==> config.mk <==
export PLATFORM = sky130hd
export DESIGN_NAME = rank_assign_by_count_flat
export DESIGN_NICKNAME = d
export VERILOG_FILES = /design/src/sv/rabc_pkg.sv /design/src/sv/rabc_if.sv /design/src/sv/rank_assign_by_count.sv /design/src/flat_wrapper.sv
export SDC_FILE = /design/constraint.sdc
export NUM_CORES = 2
export LEC_CHECK = 0
export CAP_MARGIN = 20
export CORE_MARGIN = 2
export CORE_UTILIZATION = 35
export DETAILED_ROUTE_END_ITERATION = 16
export DONT_BUFFER_PORTS = 1
export GPL_TIMING_DRIVEN = 1
export SLEW_MARGIN = 20
export SYNTH_ARGS = -nofsm -noshare
export SYNTH_HDL_FRONTEND = slang
export SYNTH_SLANG_ARGS = --single-unit
==> constraint.sdc <==
create_clock -name clk -period 3.91 [get_ports clk]
set_input_delay 0.782 -clock clk [delete_from_list [all_inputs] [get_ports clk]]
set_output_delay 0.782 -clock clk [all_outputs]
set_load 0.01 [all_outputs]
==> src/sv/rabc_pkg.sv <==
// Package for rank_assign_by_count: widths and capacity shared by the interfaces and the RTL.
`timescale 1ns / 1ps

package rabc_pkg;

  // Storage capacity of one set (legal range 2..64)
  localparam int MAX_ITEMS = 64;

  // Word field widths
  localparam int VALUE_W = 32;
  localparam int RANK_W  = 6;

  // Store index and fill count widths
  localparam int IDX_W = (MAX_ITEMS > 1) ? $clog2(MAX_ITEMS) : 1;
  localparam int CNT_W = $clog2(MAX_ITEMS + 1);

endpackage

==> src/sv/rabc_if.sv <==
// Valid/ready channel interfaces for the value input and the rank output.
`timescale 1ns / 1ps

interface rabc_in_if;
  logic                                valid;
  logic                                ready;
  logic signed [rabc_pkg::VALUE_W-1:0] value;
  logic                                last;

  modport source (output valid, output value, output last, input ready);
  modport sink   (input valid, input value, input last, output ready);
endinterface

interface rabc_out_if;
  logic                        valid;
  logic                        ready;
  logic [rabc_pkg::RANK_W-1:0] rank;
  logic                        overflow;
  logic                        final_res;

  modport source (output valid, output rank, output overflow, output final_res, input ready);
  modport sink   (input valid, input rank, input overflow, input final_res, output ready);
endinterface

==> src/sv/rank_assign_by_count.sv <==
// Top level: rank of each value in a set, counted with one shared comparator over a value store.
//
//  channel | dir | word fields                   | handshake
//  item    | in  | value[31:0] signed, last      | valid/ready
//  res     | out | rank[5:0], overflow, final_res | valid/ready
//
//  Input words are taken one per cycle while a set is being collected.
//  After the last word, each of the n stored values takes a store read for
//  its key, a latch, then a compare against every stored value through the
//  single comparator and the store's one read port, held until its rank is taken.
//  Input is not ready from the last word until the final rank is taken.
//  Synchronous active-high reset empties the set; no clearing pass.
`timescale 1ns / 1ps

module rank_assign_by_count (
  input  logic              clk,
  input  logic              rst,
  rabc_in_if.sink           item,
  rabc_out_if.source        res
);

  typedef enum logic [4:0] {
    S_COLLECT = 5'b00001,
    S_READ    = 5'b00010,
    S_LATCH   = 5'b00100,
    S_SCAN    = 5'b01000,
    S_EMIT    = 5'b10000
  } state_t;

  state_t state;

  // Control registers
  logic [rabc_pkg::CNT_W-1:0]  item_count;
  logic                        overflow_seen;
  logic [rabc_pkg::IDX_W-1:0]  i;
  logic [rabc_pkg::CNT_W-1:0]  j;
  logic [rabc_pkg::RANK_W-1:0] cnt;

  // Payload registers
  logic signed [rabc_pkg::VALUE_W-1:0] key;
  logic [rabc_pkg::RANK_W-1:0]         res_rank;
  logic                                res_final;

  // Value store
  logic signed [rabc_pkg::VALUE_W-1:0] mem [rabc_pkg::MAX_ITEMS];
  logic signed [rabc_pkg::VALUE_W-1:0] rd_data;
  logic [rabc_pkg::IDX_W-1:0]          rd_addr;

  logic                        in_fire;
  logic                        out_fire;
  logic                        has_room;
  logic                        lt;
  logic [rabc_pkg::RANK_W-1:0] cnt_sum;
  logic                        is_final;

  assign in_fire  = item.valid && item.ready;
  assign out_fire = res.valid && res.ready;
  assign has_room = item_count < rabc_pkg::CNT_W'(rabc_pkg::MAX_ITEMS);

  // Shared comparator and counter
  assign lt       = rd_data < key;
  assign cnt_sum  = cnt + rabc_pkg::RANK_W'(lt);
  assign is_final = (rabc_pkg::CNT_W'(i) + rabc_pkg::CNT_W'(1)) == item_count;

  // Handshake outputs
  assign item.ready    = (state == S_COLLECT);
  assign res.valid     = (state == S_EMIT);
  assign res.rank      = res_rank;
  assign res.overflow  = overflow_seen;
  assign res.final_res = res_final;

  // Store read address
  always_comb begin
    case (state)
      S_READ:  rd_addr = i;
      S_SCAN:  rd_addr = j[rabc_pkg::IDX_W-1:0];
      default: rd_addr = '0;
    endcase
  end

  // Store write and registered read
  always_ff @(posedge clk) begin
    if (in_fire && has_room) begin
      mem[item_count[rabc_pkg::IDX_W-1:0]] <= item.value;
    end
    rd_data <= mem[rd_addr];
  end

  // Sequencer
  always_ff @(posedge clk) begin
    if (rst) begin
      state         <= S_COLLECT;
      item_count    <= '0;
      overflow_seen <= 1'b0;
      i             <= '0;
      j             <= '0;
      cnt           <= '0;
    end else begin
      case (state)
        S_COLLECT: begin
          if (in_fire) begin
            if (has_room) begin
              item_count <= item_count + rabc_pkg::CNT_W'(1);
            end else begin
              overflow_seen <= 1'b1;
            end
            if (item.last) begin
              i     <= '0;
              state <= S_READ;
            end
          end
        end
        S_READ: begin
          state <= S_LATCH;
        end
        S_LATCH: begin
          // key arrives now; address 0 is in flight
          j     <= rabc_pkg::CNT_W'(1);
          cnt   <= '0;
          state <= S_SCAN;
        end
        S_SCAN: begin
          // rd_data holds entry j-1
          cnt <= cnt_sum;
          if (j == item_count) begin
            state <= S_EMIT;
          end else begin
            j <= j + rabc_pkg::CNT_W'(1);
          end
        end
        S_EMIT: begin
          if (out_fire) begin
            if (res_final) begin
              item_count    <= '0;
              overflow_seen <= 1'b0;
              state         <= S_COLLECT;
            end else begin
              i     <= i + rabc_pkg::IDX_W'(1);
              state <= S_READ;
            end
          end
        end
        default: begin
          state <= S_COLLECT;
        end
      endcase
    end
  end

  // Key and result word
  always_ff @(posedge clk) begin
    if (state == S_LATCH) begin
      key <= rd_data;
    end
    if (state == S_SCAN && j == item_count) begin
      res_rank  <= cnt_sum;
      res_final <= is_final;
    end
  end

  // Checks
  a_count_cap: assert property (@(posedge clk) disable iff (rst)
    item_count <= rabc_pkg::CNT_W'(rabc_pkg::MAX_ITEMS))
    else $error("store count beyond capacity");

  a_emit_nonempty: assert property (@(posedge clk) disable iff (rst)
    res.valid |-> item_count != '0)
    else $error("result with empty store");

  a_scan_bound: assert property (@(posedge clk) disable iff (rst)
    state == S_SCAN |-> (rabc_pkg::CNT_W'(cnt) < j && j <= item_count))
    else $error("scan count or index out of range");

  a_close_set: assert property (@(posedge clk) disable iff (rst)
    (out_fire && res.final_res) |=> (item_count == '0 && !overflow_seen && item.ready))
    else $error("set not closed after final rank");

endmodule

==> src/flat_wrapper.sv <==
// flat-port wrapper written by rule: the top's interface ports become plain ports
module rank_assign_by_count_flat 
  (clk, rst, item_valid, item_value, item_last, item_ready, res_valid, res_rank, res_overflow, res_final_res, res_ready);
  rabc_in_if item_i ();
  rabc_out_if res_i ();
  input  logic clk;
  input  logic rst;
  input wire logic [$bits(item_i.valid)-1:0] item_valid;
  input wire logic [$bits(item_i.value)-1:0] item_value;
  input wire logic [$bits(item_i.last)-1:0] item_last;
  output wire logic [$bits(item_i.ready)-1:0] item_ready;
  output wire logic [$bits(res_i.valid)-1:0] res_valid;
  output wire logic [$bits(res_i.rank)-1:0] res_rank;
  output wire logic [$bits(res_i.overflow)-1:0] res_overflow;
  output wire logic [$bits(res_i.final_res)-1:0] res_final_res;
  input wire logic [$bits(res_i.ready)-1:0] res_ready;
  assign item_i.valid = item_valid;
  assign item_i.value = item_value;
  assign item_i.last = item_last;
  assign item_ready = item_i.ready;
  assign res_valid = res_i.valid;
  assign res_rank = res_i.rank;
  assign res_overflow = res_i.overflow;
  assign res_final_res = res_i.final_res;
  assign res_i.ready = res_ready;
  rank_assign_by_count u_core (.clk(clk), .rst(rst), .item(item_i), .res(res_i));
endmodule
==> impl_metrics.json <==
{
  "cts-resized-gates": 0,
  "clock_tree.root_cell": "clkbuf_16",
  "nFillCells": 19996,
  "num_rows": 177,
  "cts_hold_repair.buffers": 44,
  "synth_most_common_cell": "edfxtp_1",
  "placement.cell_area_sq_um": 87400,
  "routedWlPerCell_um": 29.9,
  "setup_viol": 0,
  "worst_hold_path_type": "in2reg",
  "dr.first_iter.drc_count": 4567,
  "worst_clock_skew_ps": 28.7,
  "postSynth.topFlopCell": "edfxtp_1",
  "setup_repair_after_global_routing_missed_its_margin": "false",
  "cts_made_buffers": 201,
  "tritoncts": "built",
  "outcome": "finished clean",
  "synth.largest_area_cell": "edfxtp_1",
  "synth_largest_type_area_fraction_pct": 76.8,
  "synth.ff_latch_count": 2151,
  "worst_slew_pin_slew_ps": 1100,
  "syn-num-nets": 3672,
  "floorplan.initialDensity_pct": 35.1,
  "period_minus_slack_ps": 3640,
  "cts.path.max_buffers": 3,
  "warning_count_from_the_yosys_run": 0,
  "worst_setup_path_end_kind": "flip-flop",
  "worst_ir_drop_vdd_v": 0.000385,
  "vias_per_cell": 5.53,
  "clkLatencyLatePin_ps": 830,
  "final_layout_size_suffix_gt1_share_pct": 27.5,
  "multiInputGateArea_sq_um": 17100,
  "syn2layout_area_growth_pct": 15.7,
  "htree_num_levels": 4,
  "critical_path_class": "reg2reg",
  "arrival_ps": 4250,
  "critical_path_peak_fanout": 35,
  "postSynthCellCount": 3599,
  "fin_crit_sh_pct": 93.1,
  "route.final.wire_length_mm": 211,
  "io_pins": 47,
  "grt_antenna_before_repair": 9,
  "powerDensity_nw_per_um2": 483,
  "synthTopCellsByCount": "2,087 x edfxtp_1, 512 x mux4_2, 195 x a22oi_1",
  "fp.dieH_um": 487,
  "power.leakage_nw": 28.8,
  "global_route.usage.total_pct": 17.6,
  "worst_hold_slack_ps": 63.8,
  "core_outline_area_sq_um": 232000,
  "firstDrtPassIters": 6,
  "drc": 0,
  "finalHoldViolCount": 0,
  "seq_area_sq_um": 64000,
  "max_clock_freq_mhz": 275,
  "timing.max_slew.rel_slack_pct": 26.2,
  "path_clk_slew_ps": 60,
  "asyncSetResetFlopFracSynth_pct": 0,
  "grt-ovfl-total": 0,
  "yosysUniqueCellTypes": 58,
  "synth-seq-area-share_pct": 78.4,
  "grt_start_max_net_pins": 65,
  "postCtsSetupRepairBufs": 0,
  "clock-sinks": 2151,
  "fin_tns_setup_ps": 0,
  "fp.dieArea_sq_um": 237000,
  "count_of_maximum_capacitance_violations": 0,
  "routabilityCongestion": 0.814,
  "critical_path.startpoint_type": "flip-flop",
  "layout.nets": 3916,
  "postSynthAreaPerCell_sq_um": 22.7,
  "routed-via-count": 39053,
  "report.final.slew_viol_count": 0,
  "dieWidth_um": 487,
  "synth.cell_area_sq_um": 81600,
  "io_buffers": 0,
  "grt_pass1_wl_mm": 298,
  "synth_enable_flop_cells": 2087,
  "estimated_wirelength_of_the_detail_placed_design_mm": 113,
  "ant_nets": 0,
  "design_area_sq_um": 94400,
  "via_count_of_the_first_global_routing_pass": 39305,
  "synthTopCellsByArea": "edfxtp_1 77%, mux4_2 14%, a22oi_1 1.8%",
  "required_ps": 4520
}
-- stage by stage --
stage                     util (%)  std cells  power (W)  setup slack (ps)
after floorplan                  -       3599     0.0263               597
after global placement        37.6       6639     0.0266               299
after detailed placement      37.6       6639     0.0266               234
after CTS                     40.6       7060     0.0460               199
after global routing          40.6       7061     0.0468              96.5
final                         40.6       7066     0.0456               269
-- worst max-delay path, cell delays in order, from the launching register on --
cell and delay, ps:
dfxtp_1 380, or3_1 470, nor2_1 240, a22o_4 290
buf_12 230, buf_12 260, buf_4 210, mux4_2 300
a22oi_1 270, and4_1 410, nand4_1 280
-- path summary, 6_finish.rpt --
path / startpoint / to / slack [ps] / cells past startpoint
setup / recovery: u_core.state[4] / u_core.rd_data[31] / 270 / 10
hold / removal: item_value[13] / u_core.mem[57][13] / 60 / 0
setup reg to reg: u_core.state[4] / u_core.rd_data[31] / 270 / 10
hold reg to reg: u_core.rd_data[8] / u_core.key[8] / 450 / 0
-- sequential cells by signal, summed over array words and instances (netlist names), 5 cells and up --
register,flops
u_core.key,32
u_core.j,7
u_core.state,5
u_core.item_count,7
u_core.mem,2048
u_core.cnt,6
u_core.res.rank,6
u_core.rd_data,32
u_core.i,6
-- metal layers --
| metal | track usage (%) | routed length [um] |
|---|---|---|
| met1 | 24.3 | 88000 |
| met3 | 3.19 | 15300 |
| met4 | 3.95 | 3860 |
| met2 | 29.1 | 104000 |
| met5 | 0 | 13 |
-- cell type report --
cell class	count	share of cell area [%]
inverter	41	0.163
sequential	2151	67.7
antenna	6	0.0159
timing repair buffer	234	3.00
clock inverter	112	1.08
tap	3043	4.03
multi-input combinational	1214	18.2
clock buffer	265	5.80
-- power by group --
group          switching (W)  internal (W)  total [W]  leakage [nW]
Clock                0.00834        0.0110     0.0193          3.16
Sequential         0.0000825        0.0254     0.0255          19.3
Combinational       0.000515      0.000265   0.000781          6.33
-- layout by cell type, fill, tap and decap left out, types with 7 or more instances in the layout --
master and instances:
a21oi_1 24, a221oi_2 26, a22oi_1 194, a32o_1 30, and4_1 31, buf_12 78
buf_4 116, bufinv_16 17, clkbuf_1 49, clkbuf_16 206, clkbuf_8 10, clkinv_1 46
clkinv_2 29, clkinvlp_4 7, dfxtp_1 64, dlygate4sd3_1 40, edfxtp_1 2087, ha_1 36
inv_1 41, inv_6 7, mux4_2 512, nand2_1 26, nand3_1 15, nand4_1 43
nor2_1 54, nor2_4 76, nor2b_1 7, nor3_1 19, o21ai_0 11, xnor2_1 14
xor2_1 16
-- kinds of logic after synthesis --
kind of cell,count (synthesis),share of synthesized area (%)
DFF,2151,78.4
muxes,514,14.2
xor gates and xnor gates,30,0.322
AOI/OAI and AO/OA,325,3.24
buffers and inverters,234,1.39
and+or+nand+nor,309,1.98
adders and majority gates,36,0.552
Power figures use the tool's default switching activity.
